--- src/rtl/core/eeg_serial_packet_parser_assert.svh ---
// Assertion macros shared by the EEG serial packet parser modules.
`ifndef EEG_SERIAL_PACKET_PARSER_ASSERT_SVH
`define EEG_SERIAL_PACKET_PARSER_ASSERT_SVH
`ifndef SYNTHESIS
// Checks a property at every clock edge outside reset.
`define ESP_CHECK(label, clk, rst, prop) \
  label: assert property (@(posedge clk) disable iff (rst) (prop)) \
    else $error("eeg parser check failed");
// Checks that a condition in one cycle leads to another in the next cycle.
`define ESP_CHECK_NEXT(label, clk, rst, ante, cons) \
  label: assert property (@(posedge clk) disable iff (rst) (ante) |=> (cons)) \
    else $error("eeg parser sequence check failed");
`else
`define ESP_CHECK(label, clk, rst, prop)
`define ESP_CHECK_NEXT(label, clk, rst, ante, cons)
`endif
`endif

--- src/rtl/core/esp_pkg.sv ---
// Types and constants of the EEG serial packet parser.
package esp_pkg;

  // Parser phases, one-hot.
  typedef enum logic [7:0] {
    ST_HUNT  = 8'b0000_0001,
    ST_AA1   = 8'b0000_0010,
    ST_AA2   = 8'b0000_0100,
    ST_R04   = 8'b0000_1000,
    ST_R80   = 8'b0001_0000,
    ST_L20   = 8'b0010_0000,
    ST_RBODY = 8'b0100_0000,
    ST_LBODY = 8'b1000_0000
  } esp_state_t;

  typedef logic [5:0] esp_index_t;
  typedef logic [1:0] esp_kind_t;

  localparam esp_kind_t KIND_RAW_OK     = 2'd0;
  localparam esp_kind_t KIND_RAW_FAIL   = 2'd1;
  localparam esp_kind_t KIND_LARGE_OK   = 2'd2;
  localparam esp_kind_t KIND_LARGE_FAIL = 2'd3;

  // Header bytes and body marker bytes.
  localparam logic [7:0] SYNC_BYTE      = 8'hAA;
  localparam logic [7:0] RAW_LEN_BYTE   = 8'h04;
  localparam logic [7:0] RAW_CODE_BYTE  = 8'h80;
  localparam logic [7:0] RAW_SIZE_BYTE  = 8'h02;
  localparam logic [7:0] LARGE_LEN_BYTE = 8'h20;
  localparam logic [7:0] LARGE_CODE     = 8'h02;
  localparam logic [7:0] ATT_MARK_BYTE  = 8'h04;
  localparam logic [7:0] MED_MARK_BYTE  = 8'h05;

  // Packet offsets.
  localparam esp_index_t RAW_HIGH_IDX = 6'd5;
  localparam esp_index_t RAW_LOW_IDX  = 6'd6;
  localparam esp_index_t RAW_CHK_IDX  = 6'd7;
  localparam esp_index_t LARGE_FIRST  = 6'd4;
  localparam esp_index_t ATT_MARK_IDX = 6'd31;
  localparam esp_index_t ATT_IDX      = 6'd32;
  localparam esp_index_t MED_MARK_IDX = 6'd33;
  localparam esp_index_t MED_IDX      = 6'd34;
  localparam esp_index_t LARGE_LAST   = 6'd35;

  typedef struct packed {
    esp_kind_t   kind;
    logic [15:0] sample;
    logic [7:0]  attention;
    logic [7:0]  meditation;
  } esp_result_t;

endpackage

--- src/rtl/core/esp_fsm.sv ---
// Header hunting state machine and packet body decoder.
`include "eeg_serial_packet_parser_assert.svh"
module esp_fsm (
  input  logic                 clk,
  input  logic                 rst,
  input  logic                 step,
  input  logic [7:0]           data,
  output logic                 emit,
  output esp_pkg::esp_result_t result
);

  esp_pkg::esp_state_t state, state_next;
  esp_pkg::esp_index_t body_index, body_index_next;
  logic [7:0] sample_high, sample_high_next;
  logic [7:0] sample_low, sample_low_next;
  logic [7:0] attention_hold, attention_hold_next;
  logic [7:0] meditation_hold, meditation_hold_next;
  logic       markers_ok, markers_ok_next;
  logic [7:0] sum;
  logic       fits;
  esp_pkg::esp_state_t fallback;

  // Checksum is the inverted low byte of code + size + both sample bytes.
  assign sum = esp_pkg::RAW_CODE_BYTE + esp_pkg::RAW_SIZE_BYTE + sample_high + sample_low;
  assign fits = (~sum == data);
  assign fallback = (data == esp_pkg::SYNC_BYTE) ? esp_pkg::ST_AA1 : esp_pkg::ST_HUNT;

  // The emit flag marks a word that ends a packet; it depends on the state and the body index only.
  always_comb begin
    state_next           = state;
    body_index_next      = body_index;
    sample_high_next     = sample_high;
    sample_low_next      = sample_low;
    attention_hold_next  = attention_hold;
    meditation_hold_next = meditation_hold;
    markers_ok_next      = markers_ok;
    emit                 = 1'b0;
    result               = '0;
    case (state)
      esp_pkg::ST_AA1: begin
        state_next = (data == esp_pkg::SYNC_BYTE) ? esp_pkg::ST_AA2 : esp_pkg::ST_HUNT;
      end
      esp_pkg::ST_AA2: begin
        if (data == esp_pkg::RAW_LEN_BYTE) begin
          state_next = esp_pkg::ST_R04;
        end else if (data == esp_pkg::LARGE_LEN_BYTE) begin
          state_next = esp_pkg::ST_L20;
        end else if (data == esp_pkg::SYNC_BYTE) begin
          state_next = esp_pkg::ST_AA2;
        end else begin
          state_next = esp_pkg::ST_HUNT;
        end
      end
      esp_pkg::ST_R04: begin
        state_next = (data == esp_pkg::RAW_CODE_BYTE) ? esp_pkg::ST_R80 : fallback;
      end
      esp_pkg::ST_R80: begin
        if (data == esp_pkg::RAW_SIZE_BYTE) begin
          state_next      = esp_pkg::ST_RBODY;
          body_index_next = esp_pkg::RAW_HIGH_IDX;
        end else begin
          state_next = fallback;
        end
      end
      esp_pkg::ST_L20: begin
        if (data == esp_pkg::LARGE_CODE) begin
          state_next      = esp_pkg::ST_LBODY;
          body_index_next = esp_pkg::LARGE_FIRST;
          markers_ok_next = 1'b1;
        end else begin
          state_next = fallback;
        end
      end
      esp_pkg::ST_RBODY: begin
        if (body_index == esp_pkg::RAW_HIGH_IDX) begin
          sample_high_next = data;
          body_index_next  = esp_pkg::RAW_LOW_IDX;
        end else if (body_index == esp_pkg::RAW_LOW_IDX) begin
          sample_low_next = data;
          body_index_next = esp_pkg::RAW_CHK_IDX;
        end else begin
          emit        = 1'b1;
          result.kind = fits ? esp_pkg::KIND_RAW_OK : esp_pkg::KIND_RAW_FAIL;
          result.sample = fits ? {sample_high, sample_low} : 16'd0;
          state_next      = esp_pkg::ST_HUNT;
          body_index_next = '0;
        end
      end
      esp_pkg::ST_LBODY: begin
        if (body_index == esp_pkg::ATT_MARK_IDX && data != esp_pkg::ATT_MARK_BYTE) begin
          markers_ok_next = 1'b0;
        end else if (body_index == esp_pkg::ATT_IDX) begin
          attention_hold_next = data;
        end else if (body_index == esp_pkg::MED_MARK_IDX && data != esp_pkg::MED_MARK_BYTE) begin
          markers_ok_next = 1'b0;
        end else if (body_index == esp_pkg::MED_IDX) begin
          meditation_hold_next = data;
        end
        if (body_index >= esp_pkg::LARGE_LAST) begin
          emit              = 1'b1;
          result.kind       = markers_ok ? esp_pkg::KIND_LARGE_OK : esp_pkg::KIND_LARGE_FAIL;
          result.attention  = markers_ok ? attention_hold : 8'd0;
          result.meditation = markers_ok ? meditation_hold : 8'd0;
          state_next        = esp_pkg::ST_HUNT;
          body_index_next   = '0;
          markers_ok_next   = 1'b1;
        end else begin
          body_index_next = body_index + 6'd1;
        end
      end
      default: begin
        state_next = fallback;
      end
    endcase
  end

  always_ff @(posedge clk) begin
    if (rst) begin
      state      <= esp_pkg::ST_HUNT;
      body_index <= '0;
      markers_ok <= 1'b1;
    end else if (step) begin
      state      <= state_next;
      body_index <= body_index_next;
      markers_ok <= markers_ok_next;
    end
  end

  always_ff @(posedge clk) begin
    if (step) begin
      sample_high     <= sample_high_next;
      sample_low      <= sample_low_next;
      attention_hold  <= attention_hold_next;
      meditation_hold <= meditation_hold_next;
    end
  end

  `ESP_CHECK(a_large_index, clk, rst, state != esp_pkg::ST_LBODY ||
    (body_index >= esp_pkg::LARGE_FIRST && body_index <= esp_pkg::LARGE_LAST))
  `ESP_CHECK(a_raw_index, clk, rst, state != esp_pkg::ST_RBODY ||
    (body_index >= esp_pkg::RAW_HIGH_IDX && body_index <= esp_pkg::RAW_CHK_IDX))
  `ESP_CHECK_NEXT(a_end_hunts, clk, rst, emit && step,
    state == esp_pkg::ST_HUNT && body_index == '0)

endmodule

--- src/rtl/core/esp_result_reg.sv ---
// Output register holding one decoded packet result until it is taken.
module esp_result_reg (
  input  logic                 clk,
  input  logic                 rst,
  input  logic                 load,
  input  esp_pkg::esp_result_t load_data,
  input  logic                 take,
  output logic                 valid,
  output esp_pkg::esp_result_t data
);

  always_ff @(posedge clk) begin
    if (rst) begin
      valid <= 1'b0;
    end else if (load) begin
      valid <= 1'b1;
    end else if (take) begin
      valid <= 1'b0;
    end
  end

  always_ff @(posedge clk) begin
    if (load) begin
      data <= load_data;
    end
  end

endmodule

--- src/rtl/core/eeg_serial_packet_parser.sv ---
// Top level of the EEG serial packet parser: input register, decoder and result register.
//
// The parser takes one word, a byte of the headset serial stream, per cycle unless its input
// stalls, and reports one result when the last byte of a packet has been seen: a raw sample
// (AA AA 04 80 02 hi lo chk) with its checksum status, or a large packet (AA AA 20 02 and 32
// body bytes) with attention and meditation or a format error. Each word is captured in an
// input register; from there the header state machine decodes it and writes any result into
// the output register. A new word is accepted every cycle unless the input stalls; the byte that
// ends a packet passes the input register and its result the output register. Input stalls only
// when a packet-ending byte waits in the input register while the previous result is untaken.
`include "eeg_serial_packet_parser_assert.svh"
module eeg_serial_packet_parser (
  input  logic        clk,
  input  logic        rst,
  input  logic        byte_valid,
  output logic        byte_ready,
  input  logic [7:0]  stream_byte,
  output logic        result_valid,
  input  logic        result_ready,
  output logic [1:0]  packet_kind,
  output logic [15:0] sample_value,
  output logic [7:0]  attention,
  output logic [7:0]  meditation
);

  // Input register stage.
  logic       s1_valid;
  logic [7:0] s1_byte;
  logic       s1_fire;
  logic       emit;
  logic       result_load;

  esp_pkg::esp_result_t decoded;
  esp_pkg::esp_result_t held;

  // A byte may move through the decoder unless it ends a packet while the
  // result register is still occupied and not being drained this cycle.
  assign s1_fire    = s1_valid && (!emit || !result_valid || result_ready);
  assign byte_ready = !s1_valid || s1_fire;

  // The result register is written only when the packet's last byte really moves.
  assign result_load = emit && s1_fire;

  always_ff @(posedge clk) begin
    if (rst) begin
      s1_valid <= 1'b0;
    end else if (byte_valid && byte_ready) begin
      s1_valid <= 1'b1;
    end else if (s1_fire) begin
      s1_valid <= 1'b0;
    end
  end

  always_ff @(posedge clk) begin
    if (byte_valid && byte_ready) begin
      s1_byte <= stream_byte;
    end
  end

  esp_fsm u_fsm (
    .clk    (clk),
    .rst    (rst),
    .step   (s1_fire),
    .data   (s1_byte),
    .emit   (emit),
    .result (decoded)
  );

  esp_result_reg u_result (
    .clk       (clk),
    .rst       (rst),
    .load      (result_load),
    .load_data (decoded),
    .take      (result_ready),
    .valid     (result_valid),
    .data      (held)
  );

  assign packet_kind  = held.kind;
  assign sample_value = held.sample;
  assign attention    = held.attention;
  assign meditation   = held.meditation;

  // A finished packet always lands in the result register.
  `ESP_CHECK_NEXT(a_emit_lands, clk, rst, result_load, result_valid)
  // The input side blocks only behind a packet end that cannot be delivered.
  `ESP_CHECK(a_ready_reason, clk, rst, byte_ready || (s1_valid && result_valid && !result_ready))
  // A byte held back in the input register is kept intact.
  `ESP_CHECK_NEXT(a_hold_byte, clk, rst, s1_valid && !s1_fire, s1_valid && $stable(s1_byte))

endmodule

--- config.mk ---
export PLATFORM = sky130hd
export DESIGN_NAME = eeg_serial_packet_parser
export DESIGN_NICKNAME = d
export VERILOG_FILES = /design/src/rtl/core/esp_pkg.sv /design/src/rtl/core/esp_fsm.sv /design/src/rtl/core/esp_result_reg.sv /design/src/rtl/core/eeg_serial_packet_parser.sv
export VERILOG_INCLUDE_DIRS = /design/src /design/src/rtl/core
export SDC_FILE = /design/constraint.sdc
export NUM_CORES = 1
export LEC_CHECK = 0
export BUFFER_PORTS_ARGS = -buffer_cell sky130_fd_sc_hd__buf_4
export CAP_MARGIN = 40
export CELL_PAD_IN_SITES_DETAIL_PLACEMENT = 1
export CELL_PAD_IN_SITES_GLOBAL_PLACEMENT = 1
export CORE_UTILIZATION = 36
export DETAILED_ROUTE_END_ITERATION = 16
export PLACE_DENSITY = 0.67
export SYNTH_ARGS = -nofsm -noshare
export SYNTH_HDL_FRONTEND = slang
export SYNTH_SLANG_ARGS = --single-unit
--- constraint.sdc ---
create_clock -name clk -period 8.2 [get_ports clk]
set_clock_uncertainty 0.15 [all_clocks]
set_input_delay 0.82 -clock clk [delete_from_list [all_inputs] [get_ports clk]]
set_output_delay 0.82 -clock clk [all_outputs]
set_load 0.01 [all_outputs]
==> results of run 1 <==
-- critical path, stage by stage, from the launching register on --
cell     delay [ns]
dfxtp_1        0.48
or4b_4         0.55
o21ai_4        0.21
o21ai_0        0.12
nand4_1        0.17
buf_4          0.14
-- power by group through the flow --
stage                     logic, mW  clock network, mW  registers (mW)
after global routing         0.0209              0.443           0.511
after detailed placement     0.0188                  0           0.521
after floorplan              0.0116                  0           0.516
after CTS                    0.0190              0.426           0.511
after global placement       0.0184                  0           0.521
final                        0.0189              0.418           0.511
-- final cells by class --
| cell class | instances | share of cell area [%] |
|---|---|---|
| multi-input cells | 226 | 30.9 |
| clock inverters | 7 | 1.54 |
| flip-flops and latches | 91 | 51.0 |
| inverters | 14 | 1.05 |
| well taps | 143 | 3.56 |
| clock buffers | 9 | 4.48 |
| repair buffers | 50 | 7.47 |
-- metal layers --
metal	vias up	track usage [%]
met5	-	0
met4	0	5.36
met3	9	3.94
met2	54	28.1
met1	1391	21.2
li1	1381	-
-- layout by cell type, fill, tap and decap left out, types with 2 or more instances in the layout --
| cell | synthesis | final |
|---|---|---|
| nand2b_1 | 4 | 4 |
| nand2_1 | 16 | 16 |
| ha_1 | 17 | 17 |
| a21oi_1 | 15 | 15 |
| xor2_1 | 7 | 7 |
| buf_4 | 0 | 50 |
| and3_1 | 22 | 22 |
| a221o_1 | 2 | 2 |
| nor4_1 | 3 | 3 |
| a21o_1 | 3 | 3 |
| xnor2_1 | 11 | 11 |
| nor4_2 | 2 | 2 |
| nor2b_1 | 4 | 4 |
| a211oi_1 | 4 | 4 |
| or4_1 | 3 | 3 |
| or4b_2 | 2 | 2 |
| clkinv_4 | 0 | 4 |
| nor4b_1 | 3 | 3 |
| and2_1 | 18 | 18 |
| a31oi_1 | 5 | 5 |
| clkbuf_16 | 0 | 9 |
| nand3_1 | 7 | 7 |
| nand4b_1 | 3 | 3 |
| nor2_1 | 22 | 21 |
| dfxtp_1 | 17 | 17 |
| nor3_1 | 11 | 11 |
| nor3b_1 | 2 | 2 |
| edfxtp_1 | 74 | 74 |
| inv_1 | 14 | 14 |
| nand4_1 | 5 | 5 |
| or3_1 | 3 | 3 |
| nand3b_1 | 4 | 4 |
| o21ai_0 | 10 | 10 |
| o211ai_1 | 2 | 2 |
-- cells by family (layout without fill, tap and decap cells) --
group | after synthesis | count (layout) | synth area share [%]
fa+ha+maj | 18 | 18 | 5.50
flops | 91 | 91 | 60.6
buf+inv | 28 | 80 | 2.69
compound gates | 53 | 53 | 8.55
simple gates | 137 | 137 | 18.9
xor+xnor | 18 | 18 | 3.73
-- cells in the mapped netlist (2+ instances only) --
cell,number
a211oi_1,4
a21o_1,3
a21oi_1,15
a221o_1,2
a31oi_1,5
and2_1,18
and3_1,22
clkbuf_1,12
dfxtp_1,17
edfxtp_1,74
ha_1,17
inv_1,14
nand2_1,16
nand2b_1,4
nand3_1,7
nand3b_1,4
nand4_1,5
nand4b_1,3
nor2_1,22
nor2b_1,4
nor3_1,11
nor3b_1,2
nor4_1,3
nor4_2,2
nor4b_1,3
o211ai_1,2
o21ai_0,10
or3_1,3
or4_1,3
or4b_2,2
xnor2_1,11
xor2_1,7
-- state kept, by name, summed over array words and instances, names as in the netlist --
name / cells
s1_valid: 1
u_fsm.markers_ok: 1
u_result.valid: 1
u_fsm.attention_hold: 8
u_fsm.state: 8
u_fsm.sample_high: 8
u_fsm.body_index: 6
u_fsm.meditation_hold: 8
s1_byte: 8
u_result.data: 34
u_fsm.sample_low: 8
-- stage by stage --
step	util, %	instance area (µm²)	hold slack, ns
floorplan	-	4230	0.339
global placement	41.4	4720	0.362
detailed placement	41.4	4720	0.375
CTS	44.0	5030	0.390
global route	44.0	5030	0.423
finish	44.0	5030	0.389
-- final timing paths --
kind | endpoint | slack [ns]
hold / removal | u_fsm.state[2] | 0.39
setup reg to reg | u_result.data[18] | 5.29
hold reg to reg | u_fsm.state[2] | 0.39
setup / recovery | byte_ready | 5.21
==> flow_metrics.tcl, run 1 <==
set metrics [dict create \
    clockBufferDepth 2 \
    grt_pass1_wl_um 15000 \
    clockRootBuffer "clkbuf_16" \
    irDropWorstVdd_mv 0.0910 \
    p_leak_nw 1.79 \
    cts_resized 0 \
    cp-start-kind "flop" \
    highest_layer "met4" \
    ys_warn_count 0 \
    synth_top_cell_by_area "edfxtp_1" \
    met1Wirelength_um 4360 \
    antenna_found_initial 0 \
    slew_headroom_pct 42.5 \
    clockPowerShare_pct 44.1 \
    rows 39 \
    reg2regPathDepth 13 \
    dp_hpwl_um 6710 \
    path_clk_slew_ns 0.06 \
    drive_gt1_share_pct 19.1 \
    drtAntennaViolNets 0 \
    cp.required_ns 7.23 \
    r2r-start "u_fsm.sample_high[1]" \
    crit_path_end_kind "primary output" \
    initialDrtViolationCount 153 \
    grt_pass1_vias 2905 \
    fmax_mhz 335 \
    regArea_um2 2560 \
    wl_met2_um 4650 \
    worst_pin_slew_ns 0.860 \
    rsz0062_at_grt "false" \
    cts_tree "yes" \
    post_cts_buffers 0 \
    p_per_area_nw_per_um2 188 \
    power.total_mw 0.947 \
    portBuffers 47 \
    diodes 0 \
    wire_per_inst_um 17.5 \
    hold_path_class "flop to flop" \
    postSynth.asyncResetShare_pct 0 \
    start_util_pct 37.0 \
    timing.final.ws_setup_ns 5.21 \
    die_w_um 110 \
    wl_met3_um 331 \
    synth_area_um2 4230 \
    hold_buffers 0 \
    multiInputGateArea_um2 1550 \
    internal_power_mw 0.748 \
    combPwrFrac_pct 2.0 \
    post-route-period-util_pct 36.4 \
    post-route-min-period_ns 2.99 \
    netlist_top_cells_area "edfxtp_1 53%, dfxtp_1 8.0%, ha_1 5.0%, and3_1 3.3%, and2_1 2.7%" \
    ys_seq_area_share_pct 60.6 \
    outcome "finished clean" \
    syn_to_final_growth_pct 18.9 \
    preCtsSetupSlack_ns 5.30 \
    ys_ff_latch 91 \
    hold_depth 2 \
    synth_nets 375 \
    min_from "u_fsm.state[2]" \
    place_inst 524 \
    startpoint "u_fsm.body_index[2]" \
    io_pins 48 \
    synthFlopType "edfxtp_1" \
    drv_cap 0 \
    final_nets 422 \
    die_h_um 110 \
    overflow 0 \
    grt_max_degree 35 \
    drv_slew 0 \
    cp.arrival_ns 2.02 \
    synth_edf_count 74 \
    hold_violations 0 \
    wirelength_um 9450 \
    cts.sinks 91 \
    drt_pass1_iterations 4 \
    power_frac_seq_pct 53.9 \
    synth_top_area_share_pct 52.6 \
    via_count 2835 \
    num-fill-cells 1209 \
    htreeDepth 3 \
    finalSetupTns_ns 0 \
    p_sw_share_pct 21.0 \
    gp_congestion 0.812 \
    p_sw_mw 0.199 \
    netlist-cell-type-count 50 \
    synthesis.instances 345 \
    cts_buffers 9 \
    clk_latency_ns 0.34 \
    drc 0 \
    coreArea_um2 11400 \
    path_class "flop to primary output" \
    setup_viol_count_final 0 \
    vias_per_cell 5.25 \
    grt_usage_pct 16.7 \
    path_max_fanout 8 \
    syn_avg_cell_area_um2 12.3 \
    dieArea_um2 12200 \
    final_cells 540 \
]
(Power assumes the default switching activity.)
==> run 2: changes to the inputs <==
- ABC_AREA: not set -> 1
- PLACE_DENSITY: 0.67 -> 0.71
- clock period: 8.2 -> 2.6 ns (I/O delays scaled with it)
==> run 2 against run 1 <==
  * The run now ends with setup timing left
  * Clock-buffer cell count unchanged
  * Sequential share of layout area decreased by 7.5 points
  * Hold slack got worse by 0.36 ns
  * First-iteration DRC count increased by 17%
  * Non-clock buffer count increased by 33
  * Sequential cell count unchanged
  * Wire length increased by 21%
  * Critical path depth increased by 9
  * Register-to-register slack got worse by 5.5 ns
  * Power increased to 3.3 times the previous value
  * Largest cell class unchanged
==> flow_metrics.tcl, run 2 <==
set metrics [dict create \
    largest_reg_flops 34 \
    clk_latency_ns 0.35 \
    drtAntennaViolNets 0 \
    startpoint "u_fsm.sample_high[1]" \
    wl_met2_um 5980 \
    slew_headroom_pct 64.1 \
    netlist-cell-type-count 39 \
    hold_path_class "primary input to flop" \
    timing.final.ws_setup_ns -0.217 \
    synth_edf_count 74 \
    post-route-min-period_ns 2.82 \
    top_register "u_result.data" \
    cts_buffers 9 \
    die_h_um 115 \
    r2r-start "u_fsm.sample_high[1]" \
    timing.reg2reg.setup_slack_ns -0.22 \
    dpl_cell_area_um2 5250 \
    synth_common_cells "75 x inv_1, 74 x edfxtp_1, 73 x nor2_1" \
    met1Wirelength_um 4870 \
    design_area_um2 5900 \
    wirelength_um 11500 \
    diodes 0 \
    p_sw_mw 0.688 \
    initialDrtViolationCount 179 \
    power_frac_seq_pct 51.2 \
    drive_gt1_share_pct 28.5 \
    synth_top_area_share_pct 48.2 \
    drv_cap 0 \
    dieArea_um2 13300 \
    highest_layer "met4" \
    path_clk_slew_ns 0.07 \
    netlist_top_cells_area "edfxtp_1 48%, dfxtp_1 7.4%, inv_1 6.1%, nor2_1 5.9%, ha_1 4.6%" \
    dp_hpwl_um 7810 \
    cp-start-kind "flop" \
    final_nets 572 \
    p_sw_share_pct 21.7 \
    antenna_found_initial 0 \
    p_per_area_nw_per_um2 538 \
    die_w_um 115 \
    wl_met3_um 340 \
    io_pins 48 \
    num-fill-cells 1374 \
    clockPowerShare_pct 45.1 \
    internal_power_mw 2.48 \
    synth_area_um2 4610 \
    cp.arrival_ns 2.88 \
    grt_pass1_vias 3639 \
    cts.sinks 91 \
    layout_commonest_cell "edfxtp_1" \
    htreeDepth 3 \
    failed_checks "setup timing" \
    via_count 3361 \
    crit_end "u_result.data[24]" \
    syn_avg_cell_area_um2 10.2 \
    path_max_fanout 8 \
    synthesis.instances 453 \
    wire_per_inst_um 16.0 \
    irDropWorstVdd_mv 0.249 \
    hold_violations 0 \
    vias_per_cell 4.70 \
    syn_to_final_growth_pct 27.9 \
    synth_top_cell_by_area "edfxtp_1" \
    power.total_mw 3.17 \
    final_cell_mix "74 x edfxtp_1, 71 x inv_1, 71 x buf_4, 67 x nor2_1, 56 x nand2_1" \
    rows 40 \
    drc 0 \
    fmax_mhz 355 \
    clockRootBuffer "clkbuf_16" \
    drt_pass1_iterations 4 \
    portBuffers 47 \
    coreArea_um2 12300 \
    clockBufferDepth 2 \
    synth.most_common_cell "inv_1" \
    outcome "finished with violations" \
    ys_ff_latch 91 \
    ys_warn_count 0 \
    gp_congestion 0.818 \
    drv_slew 0 \
    cp.required_ns 2.67 \
    synth_nets 483 \
    grt_pass1_wl_um 18500 \
    post-route-period-util_pct 108 \
    overflow 0 \
    worst_pin_slew_ns 0.537 \
    cts_tree "yes" \
    r2r_end "u_result.data[24]" \
    grt_max_degree 36 \
    grt_usage_pct 18.9 \
    reg2regPathDepth 14 \
    start_util_pct 37.6 \
    rsz0062_at_grt "true" \
    ys_seq_area_share_pct 55.6 \
    p_leak_nw 2.38 \
    postSynth.asyncResetShare_pct 0 \
    path_class "flop to flop" \
    crit_path_end_kind "flop" \
    min_from "byte_valid" \
    synthFlopType "edfxtp_1" \
    combPwrFrac_pct 3.6 \
    setup_viol_count_final 17 \
]
==> run 2: cell types whose count changed after synthesis, sizes merged, moves of 5 or more <==
cell    change
nor3        -8
a31oi       -5
and2       -18
nand2      +48
and3       -22
clkbuf     -12
inv        +67
nand3      +26
xnor2       -6
nor2       +76
==> run 2: final cells by class <==
type | count | area [µm²] | share of cell area (%)
Timing Repair Buffer | 83 | 692 | 11.7
Sequential cell | 91 | 2560 | 43.5
Multi-Input combinational cell | 275 | 1800 | 30.5
Clock inverter | 7 | 98.8 | 1.68
Clock buffer | 9 | 225 | 3.82
Tap cell | 168 | 210 | 3.56
Inverter | 82 | 308 | 5.22
==> run 2: worst max-delay path, cell delays in order, from the launching register on <==
cell and delay (ns):
edfxtp_1 0.38, inv_2 0.10, ha_4 0.21, inv_2 0.06
ha_4 0.13, inv_2 0.04, fa_2 0.59, xnor2_2 0.12
nand3_1 0.12, nor2_1 0.10, nand2_1 0.10, nor2_4 0.12
nand4_4 0.15, buf_16 0.22, nor2_4 0.10
==> run 2: how the worst min path moves through the flow <==
stage,end,depth (start not counted),slack [ns]
floorplan,u_fsm.state[0],2,0.21
global placement,s1_byte[6],1,0.29
detailed placement,s1_byte[7],1,0.29
CTS,s1_valid,3,0.01
global route,s1_valid,3,0.03
finish,s1_valid,3,0.03
==> run 2: power by group through the flow <==
stage          logic (mW)  clock network, mW  registers, mW
2_1_floorplan      0.0662                  0           1.64
3_3_place_gp       0.0968                  0           1.65
4_1_cts             0.113               1.45           1.62
3_5_place_dp        0.101                  0           1.66
6_report            0.115               1.43           1.63
5_1_grt             0.127               1.50           1.63
==> run 2: logic make-up after synthesis <==
family	synth area share, %
AO/OA/AOI/OAI	4.21
XOR/XNOR	2.47
adder cells (fa/ha/maj)	5.05
buffers and inverters	7.38
flip-flops	55.6
AND/OR/NAND/NOR	25.3
==> run 2: per-layer routing <==
metal / vias to the layer above / GRT usage [%]
li1: 1652 / -
met1: 1630 / 21.2
met2: 59 / 34.5
met3: 20 / 4.01
met4: 0 / 8.66
met5: - / 0
==> run 2: per-stage QoR <==
| step | setup TNS, ns | cells | hold slack [ns] | setup WS, ns | util, % |
|---|---|---|---|---|---|
| after global placement | -0.0490 | 673 | 0.290 | -0.00968 | 42.8 |
| final | -3.15 | 715 | 0.0312 | -0.217 | 48.1 |
| after global routing | -5.00 | 715 | 0.0345 | -0.323 | 48.1 |
| after CTS | -1.59 | 716 | 0.0122 | -0.128 | 47.9 |
| after floorplan | 0 | 453 | 0.206 | 0.0139 | - |
| after detailed placement | -2.61 | 674 | 0.290 | -0.180 | 42.8 |
==> run 2: repair_timing <==
item | CTS | global route
pin swaps | 11 | 4
gates resized for setup | 21 | 5
setup endpoints to repair | 17 | 17
gates cloned | 1 | 0
hold buffers | 8 | 0
setup buffers | 17 | 1
hold endpoints to repair | 8 | 0
